### src/hw/rtl/mf3_pkg.sv
// shared types, constants and the ranking pass of the 3x3 red-rank median filter
`timescale 1ns / 1ps

package mf3_pkg;

  // frame geometry limits
  localparam int MAX_WIDTH    = 2048;
  localparam int HEIGHT_LIMIT = 4096;
  localparam int MIN_DIM      = 3;

  // window layout: nine slots, row-major, oldest column first
  localparam int WIN_SIZE = 9;
  localparam int WIN_MID  = 4;

  // field and counter widths
  localparam int PIX_W      = 24;
  localparam int WIDTH_W    = 12;
  localparam int HEIGHT_W   = 13;
  localparam int CFG_DATA_W = 13;
  localparam int COL_W      = $clog2(MAX_WIDTH);
  localparam int ROW_W      = $clog2(HEIGHT_LIMIT);
  localparam int LS_AW      = COL_W + 1;

  // register reset values
  localparam logic [WIDTH_W-1:0]  WIDTH_RESET  = 12'd640;
  localparam logic [HEIGHT_W-1:0] HEIGHT_RESET = 13'd480;

  // queue between front and back
  localparam int QUEUE_DEPTH = 4;
  localparam int QUEUE_AW    = $clog2(QUEUE_DEPTH);

  // one ranking pass per stage; passes past the middle slot never touch it
  localparam int RANK_STAGES = WIN_MID + 1;

  typedef enum logic [0:0] {
    CFG_WIDTH  = 1'b0,
    CFG_HEIGHT = 1'b1
  } cfg_reg_e;

  typedef logic [PIX_W-1:0] pix_t;
  typedef pix_t [WIN_SIZE-1:0] win_t;

  // one window waiting for ranking
  typedef struct packed {
    win_t win;
    logic last;
  } job_t;

  // exchange pass k: slot k against every later slot, swap on strictly greater red
  function automatic win_t rank_pass(win_t w, int unsigned k);
    win_t r;
    pix_t t;
    r = w;
    for (int unsigned l = 1; l < WIN_SIZE; l++) begin
      if ((l > k) && (r[k][23:16] > r[l][23:16])) begin
        t    = r[k];
        r[k] = r[l];
        r[l] = t;
      end
    end
    return r;
  endfunction

endpackage

### src/hw/rtl/mf3_queue.sv
// short window queue between the front and the ranking pipeline
`timescale 1ns / 1ps

module mf3_queue (
  input  logic          clk_i,
  input  logic          rst_ni,
  input  logic          push_i,
  input  mf3_pkg::job_t push_job_i,
  output logic          full_o,
  input  logic          pop_i,
  output logic          valid_o,
  output mf3_pkg::job_t pop_job_o
);
  import mf3_pkg::*;

  job_t                entry_q [QUEUE_DEPTH];
  logic [QUEUE_AW-1:0] wr_ptr_q, wr_ptr_d, rd_ptr_q, rd_ptr_d;
  logic [QUEUE_AW:0]   count_q, count_d;

  assign full_o    = (count_q == (QUEUE_AW + 1)'(QUEUE_DEPTH));
  assign valid_o   = (count_q != '0);
  assign pop_job_o = entry_q[rd_ptr_q];

  // pointer and fill level
  always_comb begin
    wr_ptr_d = wr_ptr_q;
    rd_ptr_d = rd_ptr_q;
    count_d  = count_q;
    if (push_i) begin
      wr_ptr_d = (wr_ptr_q == QUEUE_AW'(QUEUE_DEPTH - 1)) ? '0 : wr_ptr_q + QUEUE_AW'(1);
    end
    if (pop_i) begin
      rd_ptr_d = (rd_ptr_q == QUEUE_AW'(QUEUE_DEPTH - 1)) ? '0 : rd_ptr_q + QUEUE_AW'(1);
    end
    if (push_i && !pop_i) begin
      count_d = count_q + (QUEUE_AW + 1)'(1);
    end else if (pop_i && !push_i) begin
      count_d = count_q - (QUEUE_AW + 1)'(1);
    end
  end

  always_ff @(posedge clk_i or negedge rst_ni) begin
    if (!rst_ni) begin
      wr_ptr_q <= '0;
      rd_ptr_q <= '0;
      count_q  <= '0;
    end else begin
      wr_ptr_q <= wr_ptr_d;
      rd_ptr_q <= rd_ptr_d;
      count_q  <= count_d;
    end
  end

  // entry storage
  always_ff @(posedge clk_i) begin
    if (push_i) begin
      entry_q[wr_ptr_q] <= push_job_i;
    end
  end

endmodule

### config.mk
export PLATFORM = sky130hd
export DESIGN_NAME = mf3_queue
export DESIGN_NICKNAME = d
export VERILOG_FILES = /design/src/hw/rtl/mf3_pkg.sv /design/src/hw/rtl/mf3_queue.sv
export SDC_FILE = /design/constraint.sdc
export NUM_CORES = 1
export LEC_CHECK = 0
export ABC_AREA = 1
export BUFFER_PORTS_ARGS = -buffer_cell sky130_fd_sc_hd__buf_2
export CAP_MARGIN = 30
export CORE_MARGIN = 2
export CORE_UTILIZATION = 58
export DETAILED_ROUTE_END_ITERATION = 7
export PLACE_DENSITY = 0.8
export SYNTH_ARGS = -nofsm -noshare
export SYNTH_HDL_FRONTEND = slang
export SYNTH_SLANG_ARGS = --single-unit
### constraint.sdc
create_clock -name clk_i -period 6.57 [get_ports clk_i]
set_clock_uncertainty 0.05 [all_clocks]
set_input_delay 0.9855 -clock clk_i [delete_from_list [all_inputs] [get_ports clk_i]]
set_output_delay 0.9855 -clock clk_i [all_outputs]
set_load 0.1 [all_outputs]
==> flow_summary.yaml <==
synthesis:
  yosys_warnings: 0
  ys.flop_type: "edfxtp_1"
  yosysSeqAreaShare_pct: 76.0
  synth_cell_types: 19
  syn_nets: 2813
  synth.area.top_cells: "edfxtp_1 (75%), o211ai_1 (9.4%), nand2_1 (7.3%), inv_1 (4.8%), buf_2 (1.2%)"
  synth-seq-cells: 875
  synth_top_area_share_pct: 75.5
  async_reset_ff_share_pct: 0.800
  netlist_top_cells_count: "edfxtp_1 (868), nand2_1 (668), inv_1 (446), o211ai_1 (434), buf_2 (81)"
  synth_area_um2: 34500
  yosys.area.top_type: "edfxtp_1"
  synth-edff-count: 868
  yosysMostFrequentCell: "edfxtp_1"
  synthCells: 2585
  avgSynthCellArea_um2: 13.4
place:
  portBuffers: 439
  dp_hpwl_mm: 43.8
  place_inst: 3669
  gp_congestion: 0.861
sta:
  worst-slew-pin-transition_ns: 1.15
  fmax_ghz: 0.212
  layout_worst_path_cycle_share_pct: 71.7
  setup_tns_ns: 0
  period_needed_ns: 4.71
  max-slew-margin-rel_pct: 23.7
  rsz0062_at_grt: "false"
  setup_violations: 0
  slew_violations: 0
  finalHoldViolCount: 0
clock_tree:
  cts_buffers: 85
  insertion_delay_ns: 0.61
  postCtsSetupRepairBufs: 0
  clock_path_buffers: 3
  cts-root-buf: "clkbuf_16"
  cts_tree: "built"
  clkTransAtPathRegs_ns: 0.06
  cts-resized-gates: 0
  cts_hold_buf: 0
  numClockSinks: 875
  cts-htree-levels: 3
route:
  drc_errors: 0
  postRouteAntennaNets: 0
  wl_per_cell_um: 19.0
  avgViaCountPerCell: 5.42
  wl_mm: 73.2
  dr.pass1.iters: 5
  routed-via-count: 20823
  first_iter_violations: 1608
die:
  floorplan.initialDensity_pct: 58.6
  core_area_um2: 58900
  die_x_um: 248
  rows: 89
  ios: 440
  dieArea_um2: 61500
  die_h_um: 248
grt:
  grt_pass1_wl_mm: 110
  antenna_found_initial: 27
  grt_use_total_pct: 23.5
  grt_max_degree: 177
  globalRoute.totalOverflow: 0
  grt_pass1_vias: 20662
layout:
  drive_above_1_share_pct: 18.7
  area_growth_pct: 15.6
  nFillCells: 3879
  stdcell_count: 3844
  num-nets-final: 3212
worst_setup_path:
  critical_path_peak_fanout: 138
  worstSetupPathType: "reg2out"
  reg2reg_slack_ns: 3.90
  setup.worst_path.start: "rd_ptr_q[1]"
  setup.worst_path.start_class: "flip-flop"
  endpoint_kind: "primary output"
  crit_arrival_ns: 3.67
  r2r-start: "wr_ptr_q[1]"
  worst_ep_required_time_ns: 5.53
outcome:
  status: "complete, no violations"
worst_hold_path:
  hold_path.class: "in2async"
job:
  maxCapViolations: 0
## metrics by stage
stage / cell area [µm²] / hold WS, ns / utilization [%] / setup slack, ns
final: 39900 / 0.151 / 67.8 / 1.86
after global routing: 39900 / 0.152 / 67.7 / 1.65
after CTS: 39800 / 0.121 / 67.6 / 1.79
after detailed placement: 37200 / 0.449 / 63.2 / 2.49
after global placement: 37200 / 0.406 / 63.2 / 2.56
after floorplan: 34500 / 0.392 / - / 0.754
## registers in the layout (all words and copies together), names as in the netlist
register,count
rd_ptr_q,2
count_q,3
wr_ptr_q,2
entry_q,868
## path summary, 6_finish.rpt
check	endpoint	depth (start not counted)
setup / recovery	pop_job_o[53]	5
hold / removal	rd_ptr_q[1]	1
setup reg to reg	entry_q[1][194]	5
hold reg to reg	count_q[2]	2
max in group asynchronous	rd_ptr_q[1]	1
min in group clk_i	count_q[2]	2
## cell families after synthesis
group                    count (synthesis)  synth area share (%)
buffers and inverters                  591                  6.90
XOR/XNOR                                 1                0.0254
flip-flops                             875                  76.0
AO/OA/AOI/OAI                          438                  9.49
adder cells (fa/ha/maj)                  7                 0.275
AND/OR/NAND/NOR                        673                  7.33
## worst max-delay path, cell delays in order, from the launching register on
cell	delay (ns)
dfrtp_4	0.81
inv_8	0.81
buf_4	0.53
o211ai_1	0.17
nand2_1	0.11
buf_2	0.43
## layout make-up
type	instances	area, µm²	area share, %
diodes	22	55.1	0.138
clock buffers	106	2210	5.53
clock inverters	46	384	0.962
inverters	447	1720	4.32
multi-input cells	1119	5910	14.8
flip-flops and latches	875	26200	65.8
well taps	773	967	2.42
repair buffers	456	2420	6.06
## placed cells by master, fill, tap and decap left out
| master | instances |
|---|---|
| buf_12 | 6 |
| buf_4 | 10 |
| diode_2 | 22 |
| clkinvlp_4 | 2 |
| clkinv_4 | 1 |
| clkbuf_16 | 85 |
| o211ai_1 | 434 |
| xnor2_1 | 1 |
| dfrtp_1 | 6 |
| inv_8 | 6 |
| bufinv_16 | 5 |
| buf_16 | 1 |
| clkinv_8 | 4 |
| fa_1 | 1 |
| o21ai_0 | 4 |
| nor2_1 | 2 |
| nand2_1 | 668 |
| inv_1 | 441 |
| dfrtp_4 | 1 |
| inv_6 | 1 |
| nand4_1 | 1 |
| clkinv_2 | 10 |
| nand3_1 | 1 |
| edfxtp_1 | 868 |
| clkbuf_1 | 21 |
| ha_1 | 6 |
| nor3_1 | 1 |
| clkinv_1 | 23 |
| buf_2 | 439 |
## per-layer routing
layer | vias up | share of wire [%] | global-route usage, %
met2 | 730 | 51 | 40.4
li1 | 9897 | - | -
met4 | 26 | 3.1 | 9.23
met1 | 9996 | 36 | 27.5
met3 | 174 | 9.8 | 7.69
met5 | - | 0.23 | 0
Power is left out: the tool's default activity adds up to more than one toggle a clock period on the data nets, which glitch-free logic cannot reach.
