===== config.mk =====
export PLATFORM = sky130hd
export DESIGN_NAME = mf3_rank
export DESIGN_NICKNAME = d
export VERILOG_FILES = /design/src/hw/rtl/mf3_pkg.sv /design/src/hw/rtl/mf3_rank.sv
export SDC_FILE = /design/constraint.sdc
export NUM_CORES = 2
export LEC_CHECK = 0
export ABC_AREA = 0
export BUFFER_PORTS_ARGS = -buffer_cell sky130_fd_sc_hd__clkbuf_2
export CAP_MARGIN = 0
export CORE_MARGIN = 1.5
export CORE_UTILIZATION = 35
export DETAILED_ROUTE_END_ITERATION = 10
export MAX_ROUTING_LAYER = met4
export PLACE_DENSITY = 0.48
export SYNTH_ARGS = -nofsm -noshare
export SYNTH_HDL_FRONTEND = slang
export SYNTH_SLANG_ARGS = --single-unit

===== constraint.sdc =====
create_clock -name clk_i -period 15.9 [get_ports clk_i]
set_input_delay 1.59 -clock clk_i [delete_from_list [all_inputs] [get_ports clk_i]]
set_output_delay 1.59 -clock clk_i [all_outputs]
set_load 0.01 [all_outputs]

===== src/hw/rtl/mf3_pkg.sv =====
// shared types, constants and the ranking pass of the 3x3 red-rank median filter
`timescale 1ns / 1ps

package mf3_pkg;

  // frame geometry limits
  localparam int MAX_WIDTH    = 2048;
  localparam int HEIGHT_LIMIT = 4096;
  localparam int MIN_DIM      = 3;

  // window layout: nine slots, row-major, oldest column first
  localparam int WIN_SIZE = 9;
  localparam int WIN_MID  = 4;

  // field and counter widths
  localparam int PIX_W      = 24;
  localparam int WIDTH_W    = 12;
  localparam int HEIGHT_W   = 13;
  localparam int CFG_DATA_W = 13;
  localparam int COL_W      = $clog2(MAX_WIDTH);
  localparam int ROW_W      = $clog2(HEIGHT_LIMIT);
  localparam int LS_AW      = COL_W + 1;

  // register reset values
  localparam logic [WIDTH_W-1:0]  WIDTH_RESET  = 12'd640;
  localparam logic [HEIGHT_W-1:0] HEIGHT_RESET = 13'd480;

  // queue between front and back
  localparam int QUEUE_DEPTH = 4;
  localparam int QUEUE_AW    = $clog2(QUEUE_DEPTH);

  // one ranking pass per stage; passes past the middle slot never touch it
  localparam int RANK_STAGES = WIN_MID + 1;

  typedef enum logic [0:0] {
    CFG_WIDTH  = 1'b0,
    CFG_HEIGHT = 1'b1
  } cfg_reg_e;

  typedef logic [PIX_W-1:0] pix_t;
  typedef pix_t [WIN_SIZE-1:0] win_t;

  // one window waiting for ranking
  typedef struct packed {
    win_t win;
    logic last;
  } job_t;

  // exchange pass k: slot k against every later slot, swap on strictly greater red
  function automatic win_t rank_pass(win_t w, int unsigned k);
    win_t r;
    pix_t t;
    r = w;
    for (int unsigned l = 1; l < WIN_SIZE; l++) begin
      if ((l > k) && (r[k][23:16] > r[l][23:16])) begin
        t    = r[k];
        r[k] = r[l];
        r[l] = t;
      end
    end
    return r;
  endfunction

endpackage


===== src/hw/rtl/mf3_rank.sv =====
// back part: five exchange passes, one per stage, ending in the output register
`timescale 1ns / 1ps

module mf3_rank (
  input  logic          clk_i,
  input  logic          rst_ni,
  input  logic          q_valid_i,
  input  mf3_pkg::job_t q_job_i,
  output logic          q_pop_o,
  output logic          out_valid_o,
  input  logic          out_ready_i,
  output mf3_pkg::pix_t out_pix_o,
  output logic          out_last_o
);
  import mf3_pkg::*;

  win_t                   st_win_q [RANK_STAGES];
  logic [RANK_STAGES-1:0] st_last_q;
  logic [RANK_STAGES-1:0] st_vld_q;
  logic [RANK_STAGES:0]   rdy;
  win_t                   src_win  [RANK_STAGES];
  win_t                   pass_win [RANK_STAGES];
  logic [RANK_STAGES-1:0] src_last;
  logic [RANK_STAGES-1:0] src_vld;

  // stall chain from the output back to the queue
  always_comb begin
    rdy[RANK_STAGES] = out_ready_i;
    for (int s = RANK_STAGES - 1; s >= 0; s--) begin
      rdy[s] = !st_vld_q[s] || rdy[s+1];
    end
  end

  assign q_pop_o = rdy[0] && q_valid_i;

  // stage inputs and the pass each stage performs
  always_comb begin
    src_win[0]  = q_job_i.win;
    src_last[0] = q_job_i.last;
    src_vld[0]  = q_valid_i;
    for (int s = 1; s < RANK_STAGES; s++) begin
      src_win[s]  = st_win_q[s-1];
      src_last[s] = st_last_q[s-1];
      src_vld[s]  = st_vld_q[s-1];
    end
    for (int s = 0; s < RANK_STAGES; s++) begin
      pass_win[s] = rank_pass(src_win[s], s);
    end
  end

  always_ff @(posedge clk_i or negedge rst_ni) begin
    if (!rst_ni) begin
      st_vld_q <= '0;
    end else begin
      for (int s = 0; s < RANK_STAGES; s++) begin
        if (rdy[s]) begin
          st_vld_q[s] <= src_vld[s];
        end
      end
    end
  end

  always_ff @(posedge clk_i) begin
    for (int s = 0; s < RANK_STAGES; s++) begin
      if (rdy[s] && src_vld[s]) begin
        st_win_q[s]  <= pass_win[s];
        st_last_q[s] <= src_last[s];
      end
    end
  end

  // the middle slot of the last stage is the result
  assign out_valid_o = st_vld_q[RANK_STAGES-1];
  assign out_pix_o   = st_win_q[RANK_STAGES-1][WIN_MID];
  assign out_last_o  = st_last_q[RANK_STAGES-1];

endmodule


==> impl_metrics.py <==
metrics = {
    "timing": {
        "hold_viol": 0,
        "setup_ws_ps": 1000,
        "period_share": 0.937,
        "fin_crit_ps": 14900,
        "setup_viol": 0,
        "skew_ps": 28.7,
        "fmaxAchievable_mhz": 67.1,
        "rsz0062_at_grt": "false",
        "maxSlewHeadroom": 0.280,
        "drv_slew": 0,
        "tightest_slew_ps": 1050,
    },
    "synthesis": {
        "synth_edf_count": 653,
        "yosysWarnings": 0,
        "ys_ff_latch": 658,
        "syn-num-nets": 4736,
        "syn_area_sq_um": 41900,
        "syn_area_per_cell_sq_um": 9.81,
        "synthFlopType": "edfxtp_1",
        "synth.distinct_cells": 70,
        "ys_seq_area_frac": 0.470,
        "synthCells": 4275,
        "postSynth.asyncResetShare": 0.00760,
    },
    "cells_and_area": {
        "synthToLayoutAreaGrowth_pct": 13.6,
        "num-nets-final": 4872,
        "drive_gt1_frac": 0.161,
    },
    "critical_path": {
        "max_stage_delay_ps": 470,
        "worstPathRequired_ps": 16280,
        "critPathKind": "in -> reg",
        "crit_fanout": 48,
        "crit_top_cell": "ha_1",
        "endpoint_kind": "flip-flop",
        "slowest_stage": "or2_2",
        "cp_data_arrival_time_ps": 15270,
        "startpoint_type": "input port",
    },
    "routing": {
        "totalWireLength_mm": 138,
        "via_per_inst": 5.38,
        "ant_nets": 0,
        "wl_per_cell_um": 22.7,
        "vias": 32733,
        "drt_iter0_markers": 2814,
        "drc": 0,
        "dr.pass1.iters": 6,
    },
    "floorplan": {
        "io_pins": 248,
        "core_sq_um": 118000,
        "rows": 126,
        "die_width_um": 349,
        "die_area_sq_um": 122000,
        "die_h_um": 349,
        "initial_core_util": 0.354,
    },
    "cts": {
        "cts_num_sinks": 658,
        "cts_tree": "built",
        "clockRootBuffer": "clkbuf_16",
        "numCtsBuffers": 77,
        "clk_pin_slew_worst_paths_ps": 60,
        "clock_path_buffers": 3,
        "cts_htree_levels": 3,
        "holdBufCountCts": 0,
        "clkLatencyLatePin_ps": 660,
    },
    "job": {
        "maxCapViolCount": 0,
    },
    "grt": {
        "grt_usage": 0.229,
        "grt_pass1_wl_mm": 205,
        "grt_pass1_vias": 30856,
        "gr-total-overflow": 0,
        "grt_max_degree": 97,
        "antenna_found_initial": 17,
    },
    "placed_design": {
        "gp_congestion": 1.09,
        "io_buffers": 247,
        "pre_cts_ws_ps": -68.0,
        "post-dp-hpwl_mm": 108,
    },
    "hold_path": {
        "hold_path.class": "reg -> reg",
    },
    "outcome": {
        "status": "finished, final reports clean",
    },
}
[cells in the final DEF (no fill, tap or decap), drive strengths merged, types with 33 or more instances in the layout]
cell type,instances
nand4,35
nor2b,36
mux2,153
buf,88
o31ai,70
a31oi,59
clkbuf,336
a21o,109
a221oi,33
nand2,675
o21a,38
a211oi,126
inv,289
a21oi,191
nor2,276
o21ai,446
mux2i,99
ha,240
a22oi,39
nand3,97
o221ai,33
edfxtp,653
[cells in the mapped netlist, types with 69 or more instances]
| cell type | number | share of area |
|---|---|---|
| inv_1 | 283 | 0.025 |
| mux2_2 | 151 | 0.041 |
| clkbuf_1 | 181 | 0.016 |
| o21ai_0 | 397 | 0.047 |
| a21oi_1 | 184 | 0.022 |
| a211oi_1 | 118 | 0.021 |
| mux2i_1 | 99 | 0.024 |
| nor2_1 | 274 | 0.025 |
| ha_1 | 240 | 0.072 |
| o31ai_1 | 69 | 0.012 |
| nand2_1 | 675 | 0.060 |
| edfxtp_1 | 653 | 0.47 |
| a21o_1 | 108 | 0.019 |
| nand3_1 | 97 | 0.012 |
[state kept, by name, indices dropped and copies added (netlist names)]
register	flops
st_vld_q	5
st_win_q	648
st_last_q	5
[path summary, 6_finish.rpt]
path / cells past startpoint / slack, ps / startpoint / to
max: 67 / 1000 / q_job_i[42] / st_win_q[0][199]$_DFFE_PP_
min: 0 / 420 / st_last_q[3]$_DFFE_PP_ / st_last_q[4]$_DFFE_PP_
max reg2reg: 52 / 2260 / st_win_q[0][43]$_DFFE_PP_ / st_win_q[0][423]$_DFFE_PP_
min reg2reg: 0 / 420 / st_last_q[3]$_DFFE_PP_ / st_last_q[4]$_DFFE_PP_
max in group asynchronous: 1 / 15010 / rst_ni / st_vld_q[1]$_DFFE_PN0P_
min in group asynchronous: 1 / 750 / rst_ni / st_vld_q[2]$_DFFE_PN0P_
[metal layers]
layer | vias up | track usage | wire (um)
li1 | 16125 | - | -
met1 | 15506 | 0.331 | 68600
met2 | 937 | 0.336 | 58800
met3 | 165 | 0.0265 | 6860
met4 | 0 | 0.0701 | 3950
met5 | - | - | 0
[what timing repair did]
action | CTS | global route
setup buffers | 0 | 5
setup endpoints to repair | 0 | 24
resized for setup | 0 | 7
[logic make-up after synthesis]
logic type,count (synthesis),synth area share
AO/OA/AOI/OAI,1327,0.213
buffers and inverters,562,0.0546
flip-flops,658,0.470
AND/OR/NAND/NOR,1236,0.125
multiplexers,252,0.0649
adder cells (fa/ha/maj),240,0.0716
[area by class of cell]
| cell class | instances | area (sq um) |
|---|---|---|
| Fill cell | 11743 | 70700 |
| Multi-Input combinational cell | 3056 | 20200 |
| Sequential cell | 658 | 19700 |
| Clock buffer | 89 | 2030 |
| Tap cell | 1600 | 2000 |
| Timing Repair Buffer | 335 | 1920 |
| Inverter | 283 | 1060 |
| Clock inverter | 50 | 662 |
| Antenna cell | 18 | 45.0 |
[per-stage QoR]
step	area (sq um)	hold slack (ps)	std cells	setup TNS (ps)	utilization
detailed placement	44800	420	5926	-1170	0.379
finish	47600	419	6089	0	0.402
global placement	44800	401	5926	0	0.379
floorplan	41900	400	4275	0	-
global route	47600	431	6088	0	0.402
CTS	47500	421	6065	0	0.402
[worst max-delay path: cells and delay by family]
kind                       cells  cell delay (ps)
AOI/OAI and AO/OA             32             5940
muxes                          2              630
buffers and inverters          9             1890
adders and majority gates      8             2340
and+or+nand+nor               16             2800
Power is left out: the tool's default activity adds up to more than one toggle a clock period on the data nets, which glitch-free logic cannot reach.
